### src/rtl/core/eevdf_task_selector_assert.svh
// ---------------------------------------------------------------------------
// eevdf task selector assertion macros
// clocked property checks, compiled out for synthesis
// ---------------------------------------------------------------------------
`ifndef EEVDF_TASK_SELECTOR_ASSERT_SVH
`define EEVDF_TASK_SELECTOR_ASSERT_SVH

`ifndef SYNTHESIS
// property checked at every edge outside reset
`define EVS_ASSERT(name, prop) \
    name: assert property (@(posedge clk) disable iff (!rst_n) (prop)) \
        else $error("eevdf task selector check failed");
// property checked at every edge, reset included
`define EVS_ASSERT_ALWAYS(name, prop) \
    name: assert property (@(posedge clk) (prop)) \
        else $error("eevdf task selector check failed");
`else
`define EVS_ASSERT(name, prop)
`define EVS_ASSERT_ALWAYS(name, prop)
`endif

`endif

### src/rtl/core/eevdf_pkg.sv
// ---------------------------------------------------------------------------
// eevdf package
// shared types, codes and the nice-to-weight table
// ---------------------------------------------------------------------------
`timescale 1ns / 1ps

package eevdf_pkg;

    // item kinds
    localparam logic [1:0] KIND_LOAD   = 2'd0;
    localparam logic [1:0] KIND_ACCT   = 2'd1;
    localparam logic [1:0] KIND_SELECT = 2'd2;

    // slot status codes
    localparam logic [1:0] STAT_INACTIVE = 2'd0;
    localparam logic [1:0] STAT_RUNNABLE = 2'd1;
    localparam logic [1:0] STAT_RUNNING  = 2'd2;

    // configuration register indexes
    localparam logic CFG_BASE_SLICE   = 1'b0;
    localparam logic CFG_TIME_DIVISOR = 1'b1;

    localparam logic [15:0] BASE_SLICE_RST   = 16'd5000;
    localparam logic [15:0] TIME_DIVISOR_RST = 16'd100;
    localparam logic [5:0]  NICE_NEUTRAL     = 6'd20;

    typedef struct packed {
        logic [1:0]  status;
        logic [5:0]  nice;
        logic [63:0] vruntime;
        logic [63:0] vdeadline;
        logic        eligible;
    } slot_entry_t;

    // busy/done status of a multi-cycle arithmetic unit
    typedef struct packed {
        logic busy;
        logic done;
    } unit_stat_t;

    typedef enum logic [4:0] {
        S_CLEAR,
        S_IDLE,
        S_LD_DIV,
        S_AC_RD,
        S_AC_DIV1,
        S_AC_DIV2,
        S_P1_RD,
        S_P1_EV,
        S_P2_RD,
        S_P2_EV,
        S_P2_MUL,
        S_P3_RD,
        S_P3_EV,
        S_P3_MUL,
        S_PK_ISS,
        S_PK_RD,
        S_DONE
    } state_t;

    // load weight per nice level, index saturates at the top entry
    function automatic logic [16:0] weight_of(input logic [5:0] nice);
        logic [16:0] w;
        case (nice)
            6'd0:  w = 17'd88761;
            6'd1:  w = 17'd71755;
            6'd2:  w = 17'd56483;
            6'd3:  w = 17'd46273;
            6'd4:  w = 17'd36291;
            6'd5:  w = 17'd29154;
            6'd6:  w = 17'd23254;
            6'd7:  w = 17'd18705;
            6'd8:  w = 17'd14949;
            6'd9:  w = 17'd11916;
            6'd10: w = 17'd9548;
            6'd11: w = 17'd7620;
            6'd12: w = 17'd6100;
            6'd13: w = 17'd4904;
            6'd14: w = 17'd3906;
            6'd15: w = 17'd3121;
            6'd16: w = 17'd2501;
            6'd17: w = 17'd1991;
            6'd18: w = 17'd1586;
            6'd19: w = 17'd1277;
            6'd20: w = 17'd1024;
            6'd21: w = 17'd820;
            6'd22: w = 17'd655;
            6'd23: w = 17'd526;
            6'd24: w = 17'd423;
            6'd25: w = 17'd335;
            6'd26: w = 17'd272;
            6'd27: w = 17'd215;
            6'd28: w = 17'd172;
            6'd29: w = 17'd137;
            6'd30: w = 17'd110;
            6'd31: w = 17'd87;
            6'd32: w = 17'd70;
            6'd33: w = 17'd56;
            6'd34: w = 17'd45;
            6'd35: w = 17'd36;
            6'd36: w = 17'd29;
            6'd37: w = 17'd23;
            6'd38: w = 17'd18;
            default: w = 17'd15;
        endcase
        return w;
    endfunction

endpackage

### src/rtl/core/eevdf_div.sv
// ---------------------------------------------------------------------------
// eevdf divider
// restoring 64 / 17 bit division, one quotient bit per cycle
// ---------------------------------------------------------------------------
`timescale 1ns / 1ps

module eevdf_div (
    input  logic                   clk,
    input  logic                   rst_n,
    input  logic                   start,
    input  logic [63:0]            dividend,
    input  logic [16:0]            divisor,
    output logic [63:0]            quotient,
    output eevdf_pkg::unit_stat_t  stat
);

    logic [63:0] q_reg;
    logic [16:0] r_reg;
    logic [16:0] d_reg;
    logic [5:0]  cnt_reg;
    logic        busy_reg;
    logic        done_reg;
    logic [17:0] rs;
    logic        ge;
    logic [16:0] r_next;

    // one restoring step
    assign rs     = {r_reg, q_reg[63]};
    assign ge     = (rs >= {1'b0, d_reg});
    assign r_next = ge ? 17'(rs - {1'b0, d_reg}) : 17'(rs);

    // control
    always_ff @(posedge clk or negedge rst_n)
    begin
        if (!rst_n)
        begin
            cnt_reg  <= 6'd0;
            busy_reg <= 1'b0;
            done_reg <= 1'b0;
        end
        else
        begin
            done_reg <= 1'b0;
            if (start)
            begin
                busy_reg <= 1'b1;
                cnt_reg  <= 6'd0;
            end
            else if (busy_reg)
            begin
                if (cnt_reg == 6'd63)
                begin
                    busy_reg <= 1'b0;
                    done_reg <= 1'b1;
                end
                cnt_reg <= cnt_reg + 6'd1;
            end
        end
    end

    // quotient and remainder
    always_ff @(posedge clk)
    begin
        if (start)
        begin
            q_reg <= dividend;
            r_reg <= 17'd0;
            d_reg <= divisor;
        end
        else if (busy_reg)
        begin
            q_reg <= {q_reg[62:0], ge};
            r_reg <= r_next;
        end
    end

    assign quotient  = q_reg;
    assign stat.busy = busy_reg;
    assign stat.done = done_reg;

endmodule

### config.mk
export PLATFORM = sky130hd
export DESIGN_NAME = eevdf_div
export DESIGN_NICKNAME = d
export VERILOG_FILES = /design/src/rtl/core/eevdf_task_selector_assert.svh /design/src/rtl/core/eevdf_pkg.sv /design/src/rtl/core/eevdf_div.sv
export SDC_FILE = /design/constraint.sdc
export NUM_CORES = 1
export LEC_CHECK = 0
export BUFFER_PORTS_ARGS = -buffer_cell sky130_fd_sc_hd__buf_4
export CORE_MARGIN = 2
export CORE_UTILIZATION = 52
export CTS_CLUSTER_SIZE = 14
export DETAILED_ROUTE_END_ITERATION = 7
export PLACE_DENSITY = 0.8
export SLEW_MARGIN = 20
export SYNTH_ARGS = -nofsm -noshare
export SYNTH_HDL_FRONTEND = slang
export SYNTH_SLANG_ARGS = --single-unit
### constraint.sdc
create_clock -name clk -period 3.55 [get_ports clk]
set_clock_uncertainty 0.1 [all_clocks]
set_input_delay 0.1775 -clock clk [delete_from_list [all_inputs] [get_ports clk]]
set_output_delay 0.1775 -clock clk [all_outputs]
set_load 0.02 [all_outputs]
==> results.cfg <==
[status]
outcome = finished, final reports clean

[detailed_routing]
drc = 0
drtAntennaViolNets = 0
wl_mm = 14.54
wire_per_inst_um = 18.73
vias = 4249
routed_via_density = 5.476
dr.pass1.iters = 4
drt_iter0_markers = 349

[die]
die_x_um = 104.6
start_util_pct = 53.64
rows = 36
die-height_um = 104.6
ios = 150
die_area_um2 = 10950
core_area_um2 = 9819

[clock_network]
clk_pin_slew_worst_paths_ns = 0.10
cts_resized = 0
h-tree-depth = 3
cts.sinks = 106
clk_path_buf_depth = 2
cts_tree = done
post-cts-setup-buffer-count = 0
cts-root-buf = clkbuf_8
cts_made_buffers = 9
insertion_delay_ns = 0.40

[power_and_ir_drop]
p_seq_share_pct = 51.4
p_int_mw = 2.129
p_leak_nw = 3.157
p_comb_share_pct = 23.1
ir_worst_vdd_uv = 272.4
power.total_mw = 2.956
powerDensity_nw_per_um2 = 393.4
p_switching_mw = 0.8265
clockPowerShare_pct = 25.5
p_sw_share_pct = 27.96

[synth]
synth_nets = 512
synth_top_cells_by_area = edfxtp_1 46%, mux2_1 12%, dfxtp_1 6.5%, ha_1 4.3%, dfrtp_1 3.8%
synthFlopType = edfxtp_1
syn_area_um2 = 5268
synth-edff-count = 81
synth_warnings = 0
yosys.cell_types.count = 59
ys_async_sr_fraction_pct = 7.547
yosys.area.top_type_share_pct = 46.18
seq_area_frac_synth_pct = 56.44
yosysTopAreaCell = edfxtp_1
synthCells = 409
avgSynthCellArea_um2 = 12.88
ys_ff_latch = 106

[layout]
nets = 740
final_common_cell = buf_4
largest_register_ffs = 64
finish.utilization_pct = 76.52
mostFrequentLayoutCells = 156 x buf_4, 81 x edfxtp_1, 81 x dlygate4sd3_1, 57 x mux2_1
area_growth_pct = 42.64
layout-drive-gt1-share_pct = 29.28

[global_routing]
grt.overflow.total = 0
grt_pass1_wl_mm = 22.59
grt_use_total_pct = 26.83
antenna_found_initial = 1
grt_max_degree = 65
grt_pass1_vias = 4462

[critical_path]
crit_required_ns = 3.59
end_kind = flip-flop
slowest_delay_ns = 0.45
crit_path_frequent_cell = inv_1
worstPathMaxFanout = 8
path_cells = inv_1 > ha_1 > inv_1 > fa_1 > a211oi_1 > o2111ai_1 > a21boi_1 > a2111o_1 > nand2_2 > mux2_2
critical_path_class = reg2reg
cp.arrival_ns = 3.19
start_kind = flip-flop
critPathTopFamily = compound AO/OA/AOI/OAI gates
slowest_stage = a21boi_1
crit_buf_inv = 2

[timing]
rsz0062_at_grt = false
hold_violations = 0
min_period_ns = 3.153
tightest_slew_ns = 1.041
relSlewSlack_pct = 30.47
setup_viol = 0
fmax_mhz = 317.2
tns_ns = 0
report.final.slew_viol_count = 0
min_period_over_period_pct = 88.81

[hold_path]
hold_path.class = in2reg

[flow_run]
drv_cap = 0

[place]
gp_congestion = 0.8764
io_buffers = 149
place.detailed.hpwl_mm = 8.929
## cell usage after synthesis, types with 2 or more instances
cell,instances
a311oi_1,3
ha_1,18
a311oi_2,2
nor2b_1,4
and2_1,8
inv_1,23
a41oi_1,3
nand2_1,22
a21oi_1,17
buf_4,2
dfxtp_1,17
nand2_2,2
nand3_1,7
clkbuf_1,10
nand4_1,3
mux2_2,7
o21ai_0,7
nand2b_1,5
o211ai_1,6
edfxtp_1,81
buf_1,5
nor2_1,17
o21ai_1,7
nor4_1,3
a221o_1,2
xnor2_1,10
xor2_1,6
mux2i_1,4
mux2_1,57
or3_1,2
a21o_1,2
o31ai_1,4
buf_2,2
o21ai_2,2
a211oi_1,4
dfrtp_1,8
nor3_1,5
## logic make-up (layout without fill, tap and decap cells)
kind of cell | count (synthesis) | after routing | share of synthesized area [%]
muxes | 68 | 68 | 14.44
xor gates and xnor gates | 16 | 16 | 2.660
AOI/OAI and AO/OA | 75 | 75 | 10.69
other | 0 | 1 | 0
DFF | 106 | 106 | 56.44
adders and majority gates | 19 | 19 | 4.656
buffers and inverters | 43 | 276 | 3.397
and+or+nand+nor | 82 | 82 | 7.720
## routing by layer
layer	part of all wire, %	GRT usage, %	vias up	routed length [um]
met3	5.0	5.677	42	727
met4	4.3	14.86	0	622
met5	0	0	-	0
li1	-	-	1990	-
met1	38	30.82	2047	5493
met2	53	46.64	170	7692
## cell type report
class	count	area [um2]
sequential	106	2973
multi-input combinational	260	2116
inverter	23	86.33
antenna	1	2.502
clock inverter	4	52.55
timing repair buffer	237	1982
fill	593	2306
clock buffer	12	135.1
tap	133	166.4
## per-stage QoR
stage                     instances  worst slack [ns]  cell area, um2  hold slack (ns)
after floorplan                 409            0.4905            5268          -0.2181
after global placement          677            0.5668            6505         -0.09956
after detailed placement        678            0.4887            6513         -0.09993
after CTS                       772            0.4421            7481         0.002208
after global routing            776            0.1694            7513          0.02383
final                           776            0.3973            7513          0.02816
## power groups by stage
stage               Combinational [mW]  Clock, mW  Sequential (mW)
floorplan                        0.238          0             1.63
global placement                 0.579          0             1.53
detailed placement               0.592          0             1.54
CTS                              0.665      0.756             1.51
global route                     0.726      0.812             1.53
finish                           0.683      0.754             1.52
## worst paths after layout
path	startpoint	to	slack (ns)	cells after the start
min in group asynchronous	rst_n	cnt_reg[5]$_DFFE_PN0P_	0.08	2
max in group asynchronous	rst_n	cnt_reg[3]$_DFFE_PN0P_	3.14	2
worst max-delay path	quotient[63]$_DFFE_PP_	quotient[0]$_DFFE_PP_	0.40	10
worst min register to register	r_reg[4]$_SDFFE_PP0P_	r_reg[4]$_SDFFE_PP0P_	0.40	2
worst min-delay path	dividend[63]	quotient[63]$_DFFE_PP_	0.03	2
worst max register to register	quotient[63]$_DFFE_PP_	quotient[0]$_DFFE_PP_	0.40	10
## repair_timing
action                     CTS  global route
setup endpoints to repair    0             0
hold buffers                78             3
hold endpoints to repair    85             3
(Power assumes the default switching activity.)
