File: config.mk
export PLATFORM = sky130hd
export DESIGN_NAME = eevdf_mul
export DESIGN_NICKNAME = d
export VERILOG_FILES = /design/src/rtl/core/eevdf_task_selector_assert.svh /design/src/rtl/core/eevdf_pkg.sv /design/src/rtl/core/eevdf_mul.sv
export SDC_FILE = /design/constraint.sdc
export NUM_CORES = 2
export LEC_CHECK = 0
export BUFFER_PORTS_ARGS = -buffer_cell sky130_fd_sc_hd__buf_2
export CELL_PAD_IN_SITES_DETAIL_PLACEMENT = 2
export CELL_PAD_IN_SITES_GLOBAL_PLACEMENT = 2
export CORE_ASPECT_RATIO = 2
export CORE_MARGIN = 4
export CORE_UTILIZATION = 46
export DETAILED_ROUTE_END_ITERATION = 16
export PLACE_DENSITY = 0.95
export SETUP_SLACK_MARGIN = 0.2
export SYNTH_ARGS = -nofsm -noshare
export SYNTH_HDL_FRONTEND = slang
export SYNTH_SLANG_ARGS = --single-unit
File: constraint.sdc
create_clock -name clk -period 21.4 [get_ports clk]
set_input_delay 4.28 -clock clk [delete_from_list [all_inputs] [get_ports clk]]
set_output_delay 4.28 -clock clk [all_outputs]
set_load 0.02 [all_outputs]
File: src/rtl/core/eevdf_task_selector_assert.svh
// ---------------------------------------------------------------------------
// eevdf task selector assertion macros
// clocked property checks, compiled out for synthesis
// ---------------------------------------------------------------------------
`ifndef EEVDF_TASK_SELECTOR_ASSERT_SVH
`define EEVDF_TASK_SELECTOR_ASSERT_SVH

`ifndef SYNTHESIS
// property checked at every edge outside reset
`define EVS_ASSERT(name, prop) \
    name: assert property (@(posedge clk) disable iff (!rst_n) (prop)) \
        else $error("eevdf task selector check failed");
// property checked at every edge, reset included
`define EVS_ASSERT_ALWAYS(name, prop) \
    name: assert property (@(posedge clk) (prop)) \
        else $error("eevdf task selector check failed");
`else
`define EVS_ASSERT(name, prop)
`define EVS_ASSERT_ALWAYS(name, prop)
`endif

`endif

File: src/rtl/core/eevdf_pkg.sv
// ---------------------------------------------------------------------------
// eevdf package
// shared types, codes and the nice-to-weight table
// ---------------------------------------------------------------------------
`timescale 1ns / 1ps

package eevdf_pkg;

    // item kinds
    localparam logic [1:0] KIND_LOAD   = 2'd0;
    localparam logic [1:0] KIND_ACCT   = 2'd1;
    localparam logic [1:0] KIND_SELECT = 2'd2;

    // slot status codes
    localparam logic [1:0] STAT_INACTIVE = 2'd0;
    localparam logic [1:0] STAT_RUNNABLE = 2'd1;
    localparam logic [1:0] STAT_RUNNING  = 2'd2;

    // configuration register indexes
    localparam logic CFG_BASE_SLICE   = 1'b0;
    localparam logic CFG_TIME_DIVISOR = 1'b1;

    localparam logic [15:0] BASE_SLICE_RST   = 16'd5000;
    localparam logic [15:0] TIME_DIVISOR_RST = 16'd100;
    localparam logic [5:0]  NICE_NEUTRAL     = 6'd20;

    typedef struct packed {
        logic [1:0]  status;
        logic [5:0]  nice;
        logic [63:0] vruntime;
        logic [63:0] vdeadline;
        logic        eligible;
    } slot_entry_t;

    // busy/done status of a multi-cycle arithmetic unit
    typedef struct packed {
        logic busy;
        logic done;
    } unit_stat_t;

    typedef enum logic [4:0] {
        S_CLEAR,
        S_IDLE,
        S_LD_DIV,
        S_AC_RD,
        S_AC_DIV1,
        S_AC_DIV2,
        S_P1_RD,
        S_P1_EV,
        S_P2_RD,
        S_P2_EV,
        S_P2_MUL,
        S_P3_RD,
        S_P3_EV,
        S_P3_MUL,
        S_PK_ISS,
        S_PK_RD,
        S_DONE
    } state_t;

    // load weight per nice level, index saturates at the top entry
    function automatic logic [16:0] weight_of(input logic [5:0] nice);
        logic [16:0] w;
        case (nice)
            6'd0:  w = 17'd88761;
            6'd1:  w = 17'd71755;
            6'd2:  w = 17'd56483;
            6'd3:  w = 17'd46273;
            6'd4:  w = 17'd36291;
            6'd5:  w = 17'd29154;
            6'd6:  w = 17'd23254;
            6'd7:  w = 17'd18705;
            6'd8:  w = 17'd14949;
            6'd9:  w = 17'd11916;
            6'd10: w = 17'd9548;
            6'd11: w = 17'd7620;
            6'd12: w = 17'd6100;
            6'd13: w = 17'd4904;
            6'd14: w = 17'd3906;
            6'd15: w = 17'd3121;
            6'd16: w = 17'd2501;
            6'd17: w = 17'd1991;
            6'd18: w = 17'd1586;
            6'd19: w = 17'd1277;
            6'd20: w = 17'd1024;
            6'd21: w = 17'd820;
            6'd22: w = 17'd655;
            6'd23: w = 17'd526;
            6'd24: w = 17'd423;
            6'd25: w = 17'd335;
            6'd26: w = 17'd272;
            6'd27: w = 17'd215;
            6'd28: w = 17'd172;
            6'd29: w = 17'd137;
            6'd30: w = 17'd110;
            6'd31: w = 17'd87;
            6'd32: w = 17'd70;
            6'd33: w = 17'd56;
            6'd34: w = 17'd45;
            6'd35: w = 17'd36;
            6'd36: w = 17'd29;
            6'd37: w = 17'd23;
            6'd38: w = 17'd18;
            default: w = 17'd15;
        endcase
        return w;
    endfunction

endpackage

File: src/rtl/core/eevdf_mul.sv
// ---------------------------------------------------------------------------
// eevdf multiplier
// 64 x 32 product modulo 2^64 from two 32 x 32 partials on one shared multiplier
// ---------------------------------------------------------------------------
`timescale 1ns / 1ps

module eevdf_mul (
    input  logic                   clk,
    input  logic                   rst_n,
    input  logic                   start,
    input  logic [63:0]            a,
    input  logic [31:0]            b,
    output logic [63:0]            product,
    output eevdf_pkg::unit_stat_t  stat
);

    logic [1:0]  phase_reg;
    logic        busy_reg;
    logic        done_reg;
    logic [63:0] a_reg;
    logic [31:0] b_reg;
    logic [63:0] plo_reg;
    logic [31:0] phi_reg;
    logic [63:0] res_reg;
    logic [31:0] op_a;
    logic [63:0] prod;

    // one shared 32 x 32 multiplier
    assign op_a = (phase_reg == 2'd0) ? a_reg[31:0] : a_reg[63:32];
    assign prod = op_a * b_reg;

    // control
    always_ff @(posedge clk or negedge rst_n)
    begin
        if (!rst_n)
        begin
            phase_reg <= 2'd0;
            busy_reg  <= 1'b0;
            done_reg  <= 1'b0;
        end
        else
        begin
            done_reg <= 1'b0;
            if (start)
            begin
                busy_reg  <= 1'b1;
                phase_reg <= 2'd0;
            end
            else if (busy_reg)
            begin
                if (phase_reg == 2'd2)
                begin
                    busy_reg <= 1'b0;
                    done_reg <= 1'b1;
                end
                phase_reg <= phase_reg + 2'd1;
            end
        end
    end

    // partial products and final sum
    always_ff @(posedge clk)
    begin
        if (start)
        begin
            a_reg <= a;
            b_reg <= b;
        end
        else if (busy_reg)
        begin
            case (phase_reg)
                2'd0:    plo_reg <= prod;
                2'd1:    phi_reg <= prod[31:0];
                default: res_reg <= plo_reg + {phi_reg, 32'd0};
            endcase
        end
    end

    assign product   = res_reg;
    assign stat.busy = busy_reg;
    assign stat.done = done_reg;

endmodule

==> metrics.md <==
| Metric | Value |
|---|---|
| Status | finished, final reports clean |
| Fin crit share | 50.4% |
| Primary FF master, synth | edfxtp_1 |
| Critical Path Sink | plo_reg[49]$_DFFE_PP_ |
| Die width | 225 um |
| Routed len/inst | 35.8 um |
| Top cell by count, worst path | fa_1 |
| Fillers | 9,512 |
| RR Endpoint | plo_reg[49]$_DFFE_PP_ |
| Reg2reg setup slack | 10.62 ns |
| Post-synth top area cell | fa_1 |
| Final layout net count | 5,564 |
| Reg-to-Reg Start | phase_reg[0]$_DFFE_PN0P_ |
| IO buf count | 164 |
| Post-synth EDFFs | 256 |
| Seq/Total Area, Yosys | 18.0% |
| Library cells used by synthesis | 65 |
| Vias in the first global route | 42,210 |
| Slowest stage cell, crit path | mux2_2 |
| Slew Limit Fails | 0 |
| FFs w/ async S/R, synth | 1.54% |
| First-pass GRT wire length | 284 mm |
| DRC viols | 0 |
| Relative slew margins | 14.2% |
| Hold/Removal Path Class | reg2reg |
| Placed cells | 5,442 |
| Critical Path Fanout Max | 34 |
| Post-synthesis register bit count | 260 |
| RePlAce Congestion | 1.01 |
| CP peak stage delay | 1.15 ns |
| First-pass DRT Iterations | 6 |
| Iteration-0 DRC Markers | 2,696 |
| CTS clk-pin slew, worst paths | 0.07 ns |
| Hold_buf cts | 0 |
| Clock Sink Count | 260 |
| Share of cells above drive strength 1 | 7.39% |
| Crit. End Element | register |
| Crit path from | phase_reg[0]$_DFFE_PN0P_ |
| Post-DP HPWL | 149 mm |
| Final Hold Viols | 0 |
| Worst path bufs/invs | 7 |
| Die height | 441 um |
| Vias per inst | 6.14 |
| Warnings, synthesis | 0 |
| Final core utilization | 49.5% |
| Mapped Cells | 4,249 |
| Starting Density | 46.5% |
| Root Driver | clkbuf_16 |
| Highest clock rate | 92.7 MHz |
| Number of max-cap violations | 0 |
| CP Depth | 28 |
| Cts bufs inserted | 27 |
| Non-filler instance count after layout | 5,502 |
| Largest net degree at the start of global routing | 65 |
| Syn Area/Cell | 10.2 um2 |
| Initial antenna violation count | 14 |
| Tmin final | 10.78 ns |
| Final global-route overflow total | 0 |
| Delay-heaviest family, CP | adder cells |
| Core area | 92,900 um2 |
| Crit path arrival time | 11.14 ns |
| Area after DPL | 45,100 um2 |
| Design area | 46,000 um2 |
| Reg2Reg Depth | 28 |
| Max clock buf depth | 3 |
| GRT Overall Usage | 39.9% |
| RSZ-0062 raised after global routing | false |
| Top cell type's share of synthesized area | 41.6% |
| PostCTS Resize Cnt | 0 |
| Vias post-DR | 33,760 |
| Sum Neg Setup Slack | 0 ns |
| Die area | 99,200 um2 |
| Most frequent cells after synthesis | 897 x fa_1, 897 x inv_1, 581 x and2_1 |
| Post-CTS Setup Bufs | 0 |
| Worst-Skew Late Latency | 0.64 ns |
| Ports | 165 |
| Worst slew pin tran | 1.29 ns |
| Antenna viol nets, final | 0 |
| Req. time, crit path | 21.76 ns |
| Crit path kind | reg2reg |
| FP Rows | 158 |
| CTS tree | done |
| P&R area growth vs syn | 6.51% |
| CTS H-Tree Depth | 1 |
| Top cells by area, synth | fa_1 42%, edfxtp_1 18%, ha_1 8.6% |
| Mapped Nets | 5,542 |
| Setup Viol. Count Final | 0 |
| DRT Wirelength | 197 mm |
| Worst setup SP type | register |
| Post-synthesis instance area | 43,200 um2 |
| Final Skew | 0.0270 ns |
per-stage QoR:
step / hold WS, ns / setup WS [ns]
floorplan: 0.400 / 11.67
global placement: 0.405 / 11.82
detailed placement: 0.414 / 11.16
CTS: 0.430 / 11.09
global route: 0.434 / 10.58
finish: 0.429 / 10.62
worst min-delay path by stage:
stage / startpoint / end / depth (start not counted)
2_1_floorplan: plo_reg[0]$_DFFE_PP_ / product[0]$_DFFE_PP_ / 0
6_report: plo_reg[30]$_DFFE_PP_ / product[30]$_DFFE_PP_ / 0
3_3_place_gp: plo_reg[7]$_DFFE_PP_ / product[7]$_DFFE_PP_ / 0
3_5_place_dp: plo_reg[30]$_DFFE_PP_ / product[30]$_DFFE_PP_ / 0
4_1_cts: plo_reg[13]$_DFFE_PP_ / product[13]$_DFFE_PP_ / 0
5_1_grt: plo_reg[13]$_DFFE_PP_ / product[13]$_DFFE_PP_ / 0
layer usage:
layer  vias up  track usage, %  wire length [um]
li1      12831               -                 -
met1     17430            38.2             58800
met2      2216            70.6            101000
met3      1281            6.81             12400
met4         2            38.7             25100
met5         -               0                12
cell families (layout without fill, tap and decap cells):
| logic type | Yosys count | in the layout | synth area share, % |
|---|---|---|---|
| mux | 33 | 33 | 0.857 |
| xor+xnor | 90 | 90 | 1.83 |
| buf+inv | 1122 | 1165 | 9.77 |
| flops | 260 | 260 | 18.0 |
| compound gates | 308 | 308 | 4.65 |
| other cells | 0 | 10 | 0 |
| fa+ha+maj | 1194 | 1194 | 50.2 |
| simple gates | 1242 | 1242 | 14.7 |
layout by cell type (no fill, tap or decap), types with 10 or more instances in the layout:
cell	count
clkbuf_16	27
o21ai_0	54
nand3_1	17
fa_1	897
buf_4	55
nor2b_1	11
and2_1	580
a31oi_1	14
nand2_1	506
xnor2_1	65
o21bai_1	20
a21o_1	53
nand4_1	27
ha_1	296
edfxtp_1	256
xor2_1	25
inv_1	897
buf_2	163
mux2_2	32
o21a_1	13
nor2_1	58
a21oi_1	106
diode_2	10
cell type report:
class	count	area [um2]	share of cell area, %
Timing Repair Buffer	218	1230	2.67
Sequential cell	260	7790	16.9
Tap cell	1200	1500	3.26
Antenna cell	10	25.0	0.0544
Multi-Input combinational cell	2867	31200	67.8
Clock inverter	20	215	0.468
Inverter	897	3370	7.32
Clock buffer	30	687	1.49
Power is left out: the tool's default activity adds up to more than one toggle a clock period on the data nets, which glitch-free logic cannot reach.
